File: config.mk
export PLATFORM = sky130hd
export DESIGN_NAME = gn3_ram
export DESIGN_NICKNAME = d
export VERILOG_FILES = /design/src/hdl/gn3_ram.sv
export SDC_FILE = /design/constraint.sdc
export NUM_CORES = 2
export LEC_CHECK = 0
export BUFFER_PORTS_ARGS = -buffer_cell sky130_fd_sc_hd__buf_2
export CORE_ASPECT_RATIO = 0.5
export CORE_MARGIN = 1
export CORE_UTILIZATION = 40
export DETAILED_ROUTE_END_ITERATION = 10
export PLACE_DENSITY_LB_ADDON = 0.12
export SLEW_MARGIN = 5
export SYNTH_ARGS = -nofsm -noshare
export SYNTH_HDL_FRONTEND = slang
export SYNTH_SLANG_ARGS = --single-unit
File: constraint.sdc
create_clock -name clk -period 2.75 [get_ports clk]
set_input_delay 0.55 -clock clk [delete_from_list [all_inputs] [get_ports clk]]
set_output_delay 0.55 -clock clk [all_outputs]
set_load 0.01 [all_outputs]
File: src/hdl/gn3_ram.sv
// generic one-write two-read ram with registered read data
`timescale 1ns / 1ps
module gn3_ram #(
    parameter int WIDTH = 8,
    parameter int DEPTH = 256
) (
    input  logic                     clk,
    input  logic                     en,
    input  logic                     we,
    input  logic [$clog2(DEPTH)-1:0] wr_addr,
    input  logic [WIDTH-1:0]         wr_data,
    input  logic [$clog2(DEPTH)-1:0] rd_addr_a,
    input  logic [$clog2(DEPTH)-1:0] rd_addr_b,
    output logic [WIDTH-1:0]         rd_data_a,
    output logic [WIDTH-1:0]         rd_data_b
);
    logic [WIDTH-1:0] mem [DEPTH];

    always_ff @(posedge clk)
    begin
        if (we)
        begin
            mem[wr_addr] <= wr_data;
        end
        if (en)
        begin
            rd_data_a <= mem[rd_addr_a];
            rd_data_b <= mem[rd_addr_b];
        end
    end
endmodule

==> metrics.txt <==
outcome finished with violations; failing checks negative setup slack; clk_lat worst skew approximately 890 ps; RSZ-0062 raised after global routing true; # nets final 5911; most frequent cells in the layout edfxtp_1 (2064), mux4_2 (1051), buf_4 (998); mapped cell area slightly below 100000 um^2; number of distinct library cells after synthesis between 60 and 70; commonest non-fill, non-tap cell in the layout edfxtp_1; buffers added on ports 50; area grow syn2layout 20.01%; sequential area share after synthesis 0.6381; Max clock buf depth 4; VDD IR-drop max 0.4834 mV; syn_nets 4882; Synth Area in Simple Gates 0.02691; critical path required time ~3400 ps; proportion of synthesized area in mux cells 0.2724; DR vias/cell 6.402; root buffer cell clkbuf_16; clock skew 59.61 ps; Mean Syn Cell Area around 20 um^2; post-DR wirelength/cell ~38 um; clock net sink count roughly 2100; Post-synth EDFFs between 2000 and 2500; asr flop ratio synth 0; main combinational cell family by area after synthesis multiplexers; Pwr Density 601.0 nW/um^2; period utilization 1.023; Finished Layout Cells just over 9000; Worst-path clk slew about 70 ps; # fillers 19910; post-synthesis compound-gate area fraction 0.03533; gr usage total 0.2843; Iter 0 DRT Violations 8828; GPL Wtd Cong between 0.9 and 1; total wire length approximately 350000 um; Final Slew Violations 0; Period minus WS final approximately 2800 ps; final setup fails 3; WS Path Type in -> reg; antenna violations before repair 38; Detailed Routing Iterations Pass 1 6; H-tree Lvls 4; CTS Buf Count between 200 and 250; Post-Place Worst Slack -1821 ps; Yosys reg bits approximately 2100; fmax roughly 0.36 GHz; CTS tree done; post-route ant nets 0; row cnt 127; top post-synthesis cells by area edfxtp_1 (64%), mux4_2 (24%), mux2i_1 (2.4%); Initial Util 0.4037; number of global-route vias before repair around 59000; io pins ~50; Die Height approximately 350 um; dpl hpwl 249800 um; # Post-CTS Setup Buffers 0; post-route setup slack -62.10 ps; CP max FO 11; die width 698.9 um; die area 244900 um^2; max-cap viol count 0; largest net degree at the start of global routing around 120; Placed Cells around 8900; drt drc 0; Hold Vio Cnt, Final 0; WP data arrival about 3500 ps; hold crit path type in -> reg; Critical Path Start Type primary input; total leakage power ~38 nW; Yosys warning count 0; first-pass GRT wire length 481700 um; Final Core Density 0.4846; cell taking the most area after synthesis edfxtp_1; Setup crit end kind flip-flop; post-synthesis xor/xnor area fraction 0; layout cells sized above 1 0.4404; post-synth top area share 0.6381; total vias in the final route slightly below 60000; global route overflow 0; Slew @ Worst Pin 1333 ps; dominant synthesized flop cell edfxtp_1; core area about 240000 um^2; Post-Synth Adder-Cell Area 0; Post-Synthesis Cells around 4800; Slew headroom 0.1080
worst max-delay path: stages:
cell      delay, ps
buf_8           180
buf_12          220
buf_6           190
buf_4           210
mux4_2          570
a221oi_4        370
buf_4           170
o32ai_1         110
nor3_2          540
buf_4           220
nor4_1           40
flip-flops by register name, indices dropped and copies added (netlist names):
name       cells
mem         2048
rd_data_a      8
rd_data_b      8
Yosys cell counts, types with 4 or more instances:
library cell / n
a211o_1: 6
a211oi_1: 28
a21oi_1: 79
a221o_1: 10
a221oi_1: 32
a221oi_2: 5
a22o_1: 22
a22oi_1: 62
a2bb2oi_1: 9
a31oi_1: 4
a32o_1: 4
and2_1: 12
and3_1: 5
and3b_1: 5
buf_1: 25
buf_12: 8
buf_2: 104
buf_4: 42
buf_6: 44
buf_8: 35
clkbuf_1: 137
clkinv_1: 4
edfxtp_1: 2064
mux2_2: 38
mux2i_1: 236
mux4_2: 1051
nand2_1: 114
nand2b_1: 11
nand3_1: 52
nand3b_1: 6
nand4_1: 13
nor2_1: 298
nor2b_1: 27
nor3_1: 21
nor3b_1: 7
nor4_1: 7
o2111ai_1: 4
o211ai_1: 13
o21ai_0: 34
o21bai_1: 5
o221ai_1: 65
o22ai_1: 48
o31ai_1: 11
or2_2: 6
through the flow:
| step | area (um^2) | power (W) | hold slack (ps) | setup TNS [ps] |
|---|---|---|---|---|
| 2_1_floorplan | 97130 | 0.03887 | 648.9 | 0 |
| 3_3_place_gp | 109800 | 0.04264 | 982.5 | -18720 |
| 3_5_place_dp | 109800 | 0.04269 | 990.0 | -18210 |
| 4_1_cts | 116400 | 0.07021 | 61.75 | 0 |
| 5_1_grt | 116500 | 0.07160 | 81.42 | -13.61 |
| 6_report | 116600 | 0.07006 | 113.6 | -79.23 |
power by group:
part	switching, W	internal (W)	leakage [nW]
Clock	0.0125	0.0153	3.08
Combinational	0.00429	0.00316	16.8
Sequential	0.0000933	0.0347	18.6
Total	0.0169	0.0532	38.4
final timing paths:
path	slack (ps)	end	startpoint	depth (start not counted)
worst max register to register	-10	rd_data_a[4]$_DFFE_PP_	mem[224][4]$_DFFE_PP_	8
worst min-delay path	110	mem[238][0]$_DFFE_PP_	wr_data[0]	1
worst min register to register	1240	rd_data_a[6]$_DFFE_PP_	mem[44][6]$_DFFE_PP_	7
worst max-delay path	-60	rd_data_a[4]$_DFFE_PP_	rd_addr_a[0]	11
final cells by class:
| type | count | area, um^2 | share of cell area |
|---|---|---|---|
| clock buffer | 242 | 5248 | 0.04501 |
| multi-input combinational | 2382 | 32840 | 0.2817 |
| tap | 3225 | 4035 | 0.03461 |
| timing repair buffer | 1220 | 11350 | 0.09735 |
| sequential | 2064 | 61980 | 0.5317 |
| inverter | 6 | 26.28 | 0.0002254 |
| antenna | 16 | 40.04 | 0.0003435 |
| clock inverter | 115 | 1054 | 0.009037 |
metal layers:
| layer | track usage | share of wire | vias to the layer above |
|---|---|---|---|
| li1 | - | - | 23150 |
| met3 | 0.08819 | 0.12 | 495 |
| met1 | 0.4191 | 0.42 | 32340 |
| met5 | 0 | 0.00019 | - |
| met4 | 0.07105 | 0.027 | 10 |
| met2 | 0.4115 | 0.43 | 3356 |
kinds of logic after synthesis:
family                 after synthesis
AO/OA/AOI/OAI                      466
flip-flops                        2064
multiplexers                      1325
buffers and inverters              401
AND/OR/NAND/NOR                    591
timing repair:
action | CTS | global route
resized for setup | 45 | 22
gates cloned | 1 | 1
pin swaps | 2 | 9
hold buffers | 0 | 0
endpoints found under the hold margin | 0 | 0
endpoints found under the setup margin | 13 | 14
Note: power is estimated with default switching activity, not from simulation.
