`config.mk`:
```
export PLATFORM = sky130hd
export DESIGN_NAME = gn3_fade
export DESIGN_NICKNAME = d
export VERILOG_FILES = /design/src/hdl/gn3_pkg.sv /design/src/hdl/gn3_fade.sv
export SDC_FILE = /design/constraint.sdc
export NUM_CORES = 2
export LEC_CHECK = 0
export ABC_AREA = 0
export ABC_CLOCK_PERIOD_IN_PS = 19500
export BUFFER_PORTS_ARGS = -buffer_cell sky130_fd_sc_hd__buf_4
export CORE_ASPECT_RATIO = 2
export CORE_MARGIN = 10
export CORE_UTILIZATION = 40
export CTS_CLUSTER_DIAMETER = 120
export DETAILED_ROUTE_END_ITERATION = 6
export GPL_TIMING_DRIVEN = 0
export PLACE_DENSITY = 0.55
export SYNTH_ARGS = -nofsm -noshare
export SYNTH_HDL_FRONTEND = slang
export SYNTH_SLANG_ARGS = --single-unit
```
`constraint.sdc`:
```
create_clock -name clk -period 19.5 [get_ports clk]
set_input_delay 0.975 -clock clk [delete_from_list [all_inputs] [get_ports clk]]
set_output_delay 0.975 -clock clk [all_outputs]
set_load 0.03 [all_outputs]
```
`src/hdl/gn3_pkg.sv`:
```
// shared constants, types and arithmetic helpers for the gradient noise pipeline
`timescale 1ns / 1ps
package gn3_pkg;

    localparam int FRAC_BITS = 16;
    localparam int PERM_SIZE = 256;
    localparam int ADDR_W    = $clog2(PERM_SIZE);
    localparam int ONE_FX    = 1 << FRAC_BITS;

    localparam logic KIND_LOAD = 1'b0;
    localparam logic KIND_EVAL = 1'b1;

    typedef logic [ADDR_W-1:0]   addr_t;
    typedef logic [7:0]          perm_t;
    typedef logic [FRAC_BITS-1:0] frac_t;
    typedef logic [FRAC_BITS:0]  fade_t;
    typedef logic signed [19:0]  lval_t;

    // fixed-point product rounding, magnitude rounded to nearest, ties away from zero
    function automatic logic signed [39:0] fx_round(input logic signed [39:0] p);
        logic [39:0] mag;
        logic [39:0] m;
        begin
            mag = p[39] ? 40'(-p) : 40'(p);
            m   = (mag + 40'(1 << (FRAC_BITS - 1))) >> FRAC_BITS;
            fx_round = p[39] ? -$signed(m) : $signed(m);
        end
    endfunction

    // a + t * (b - a)
    function automatic lval_t lerp(input fade_t t, input lval_t a, input lval_t b);
        logic signed [20:0] diff;
        logic signed [39:0] p;
        begin
            diff = 21'(b) - 21'(a);
            p    = $signed({23'd0, t}) * 40'(diff);
            lerp = 20'(21'(a) + 21'(fx_round(p)));
        end
    endfunction

    // gradient pick by hash modulo 12, dotted with the corner offset
    function automatic logic signed [18:0] grad_dot(input perm_t h,
                                                    input logic signed [17:0] dx,
                                                    input logic signed [17:0] dy,
                                                    input logic signed [17:0] dz);
        logic [18:0] hq;
        logic [7:0]  q;
        logic [3:0]  r;
        logic signed [18:0] ex;
        logic signed [18:0] ey;
        logic signed [18:0] ez;
        begin
            // h / 12 by reciprocal, exact for 8-bit h
            hq = 19'(h) * 19'd171;
            q  = 8'(hq >> 11);
            r  = 4'(h - 8'(q * 8'd12));
            ex = 19'(dx);
            ey = 19'(dy);
            ez = 19'(dz);
            case (r)
                4'd0:    grad_dot =  ex + ey;
                4'd1:    grad_dot = -ex + ey;
                4'd2:    grad_dot =  ex - ey;
                4'd3:    grad_dot = -ex - ey;
                4'd4:    grad_dot =  ex + ez;
                4'd5:    grad_dot = -ex + ez;
                4'd6:    grad_dot =  ex - ez;
                4'd7:    grad_dot = -ex - ez;
                4'd8:    grad_dot =  ey + ez;
                4'd9:    grad_dot = -ey + ez;
                4'd10:   grad_dot =  ey - ez;
                4'd11:   grad_dot = -ey - ez;
                default: grad_dot = '0;
            endcase
        end
    endfunction

endpackage

```
`src/hdl/gn3_fade.sv`:
```
// three-stage quintic fade 6t^5 - 15t^4 + 10t^3
`timescale 1ns / 1ps
module gn3_fade (
    input  logic           clk,
    input  logic           en,
    input  gn3_pkg::frac_t t,
    output gn3_pkg::fade_t fade
);
    import gn3_pkg::*;

    frac_t              t1_reg;
    logic [16:0]        sq1_reg, sq1_next;
    logic signed [21:0] in1_reg, in1_next;
    logic [16:0]        cube2_reg, cube2_next;
    logic [20:0]        inner2_reg, inner2_next;
    fade_t              fade3_reg, fade3_next;

    logic signed [21:0] lin;
    logic signed [39:0] p_sq, p_in, p_cu, p_f;

    always_comb
    begin
        lin         = 22'($signed({6'd0, t}) * 22'sd6) - 22'(15 * ONE_FX);
        p_sq        = $signed({24'd0, t}) * $signed({24'd0, t});
        p_in        = $signed({24'd0, t}) * 40'(lin);
        sq1_next    = 17'(fx_round(p_sq));
        in1_next    = 22'(fx_round(p_in));
        p_cu        = $signed({23'd0, sq1_reg}) * $signed({24'd0, t1_reg});
        cube2_next  = 17'(fx_round(p_cu));
        inner2_next = 21'(in1_reg + 22'(10 * ONE_FX));
        p_f         = $signed({23'd0, cube2_reg}) * $signed({19'd0, inner2_reg});
        fade3_next  = 17'(fx_round(p_f));
    end

    always_ff @(posedge clk)
    begin
        if (en)
        begin
            t1_reg     <= t;
            sq1_reg    <= sq1_next;
            in1_reg    <= in1_next;
            cube2_reg  <= cube2_next;
            inner2_reg <= inner2_next;
            fade3_reg  <= fade3_next;
        end
    end

    assign fade = fade3_reg;
endmodule
```
==> results.ini <==
[status]
status=finished, final reports clean

[cells_and_area]
final_cells=6481
regArea_sq_um=3270
area_growth_pct=5.49
multi_input_area_sq_um=36100
postLayoutCellArea_sq_um=47000
final_layout_size_suffix_gt1_frac=0.0233
n_fill_cell=11304
layout.nets=6377

[critical_path]
crit_top_cell=fa_1
r2r_cells=30
crit_type=in -> reg
cp.arrival_ns=17.61
r2r_end=cube2_reg[16]
worst_path_max_delay_cell=clkinv_1
worst-r2r-setup-slack_ns=9.50
r2r_start=t1_reg[2]
start_kind=primary input
cp_slowest_stage_delay_ns=1.08
endpoint_kind=register
critPathMaxFanout=16
worstPathRequired_ns=19.65

[placed_design]
portBuffers=34
place_area_sq_um=46700
globalplace.congestion=1.03
dp_hpwl_um=129000
dp_cells=6460

[floorplanning]
rows=173
start_util=0.402
core-area_sq_um=111000
die_x_um=256
die_y_um=492
ios=35
design.die.area_sq_um=126000

[min_path]
holdPathEnd=inner2_reg[15]
hold_start=in1_reg[15]
hold_class=reg -> reg
holdPathStages=0

[detailed_routing]
drt_iter0_markers=1621
finalWirelength_um=149000
drtPass1Iterations=6
post_drt_wl_per_cell_um=23.0
vias=33694
drc=0
viasPerCell=5.20
ant_nets=0

[logic_synthesis]
yosys-top-cells-area=fa_1, ha_1, inv_1
ys_types=97
synth_fp_nets=6331
syn_area_per_cell_sq_um=9.02
synth_area_sq_um=44500
synth_top_area_cell=fa_1
synth_top_area_share=0.437
ys_dominant_reg_cell=edfxtp_1
yosysWarnings=0
synthCells=4938
async_reset_ff_frac=0
ys_seq_area_frac=0.0735
synth_enable_flop_cells=109
yosys_register_bits=109

[clock_tree]
cts-root-buf=clkbuf_16
cts_setup_buffers=0
cts_made_buffers=9
cts_resized=0
htree_levels=3
hold_buffers=0
cts_tree=yes
clk_latency_ns=0.43
clk_pin_slew_ns=0.07
clkSinkCount=109
cts_buffer_depth=2

[timing]
finalSetupTns_ns=0
final_hold_viol_count=0
fin_skew_ns=0.0193
finalCritPeriodShare=0.895
max_freq_mhz=57.3
min_period_ns=17.46
finalSetupViolCount=0
tightest_slew_ns=1.41
slew_viol_final=0
rsz0062_at_grt=false
slew_headroom=0.0527

[grt]
grt_max_degree=87
grt_pass1_vias=38370
grt.total_usage=0.242
grt_pass1_wl_um=226000
grt_remaining_overflow=0
antenna_found_initial=3

[job]
drv_cap=0

[metal layers]
metal | track usage | share of wire | vias to the layer above
li1 | - | - | 14960
met1 | 0.198 | 0.29 | 17153
met2 | 0.490 | 0.58 | 998
met3 | 0.0215 | 0.028 | 583
met4 | 0.222 | 0.11 | 0
met5 | 0 | 0 | -
[critical path, delay by kind of cell]
family / cells / cell delay (ns)
AO/OA/AOI/OAI: 20 / 4.12
AND/OR/NAND/NOR: 9 / 2.60
buffers and inverters: 10 / 3.38
XOR/XNOR: 3 / 1.38
adder cells (fa/ha/maj): 10 / 4.78
multiplexers: 1 / 0.35
[cells in the mapped netlist, drive strengths merged, types with 4 or more instances]
master and count:
inv 1171, fa 971, nand2 740, ha 404
and2 298, clkbuf 181, nor2 178, xnor2 137
edfxtp 109, a21oi 83, xor2 83, o21ai 77
nor3 58, a21o 44, nand3 40, and3 25
nand4 22, nor4 21, nand2b 19, o21a 19
a31oi 16, or2 16, or3 15, o211ai 14
nor2b 13, buf 12, o31ai 12, a211oi 11
o21bai 11, a21boi 10, a31o 7, mux2i 7
nor3b 7, o41ai 7, a22oi 6, a311oi 5
clkinv 5, o311ai 5, a2111oi 4, nand3b 4
nand4b 4, o221ai 4, or4 4
[how the worst max path moves through the flow]
stage / start / cells after the start / end
6_report: t[1] / 53 / in1_reg[20]
5_1_grt: t[1] / 51 / in1_reg[20]
4_1_cts: t[1] / 53 / in1_reg[20]
3_5_place_dp: t[1] / 53 / in1_reg[20]
3_3_place_gp: t[1] / 53 / in1_reg[16]
2_1_floorplan: t[1] / 52 / in1_reg[20]
[cells in the final DEF, fill, tap and decap left out, types with 22 or more instances in the layout]
master | synthesis | final
ha_1 | 404 | 404
nand3_1 | 39 | 39
o21ai_0 | 73 | 73
fa_1 | 971 | 971
clkbuf_1 | 179 | 180
nand2_1 | 740 | 740
a21oi_1 | 83 | 83
and2_1 | 296 | 296
buf_4 | 0 | 33
and3_1 | 24 | 24
xnor2_1 | 137 | 137
nand4_1 | 22 | 22
xor2_1 | 82 | 82
nor2_1 | 178 | 178
a21o_1 | 44 | 44
nor3_1 | 57 | 57
edfxtp_1 | 109 | 109
inv_1 | 1169 | 1169
[cell families after synthesis]
group / synth area share
XOR/XNOR: 0.0434
flip-flops: 0.0735
buffers and inverters: 0.116
AO/OA/AOI/OAI: 0.0580
adder cells (fa/ha/maj): 0.551
AND/OR/NAND/NOR: 0.156
multiplexers: 0.00233
[through the flow]
stage | worst slack (ns) | hold WS (ns) | utilization
finish | 2.04 | 0.421 | 0.424
global placement | 1.72 | 0.403 | 0.421
global route | 1.14 | 0.428 | 0.424
floorplan | 6.20 | 0.400 | -
detailed placement | 1.68 | 0.405 | 0.421
CTS | 2.06 | 0.423 | 0.424
[final cells by class]
type	count	share of cell area
Multi-Input combinational cell	3460	0.769
Inverter	1176	0.0940
Sequential cell	109	0.0697
Tap cell	1487	0.0396
Buffer	193	0.0157
Timing Repair Buffer	35	0.00610
Clock buffer	10	0.00487
Clock inverter	6	0.00109
Antenna cell	5	0.000266
Power is left out: the tool's default activity adds up to more than one toggle a clock period on the data nets, which glitch-free logic cannot reach.
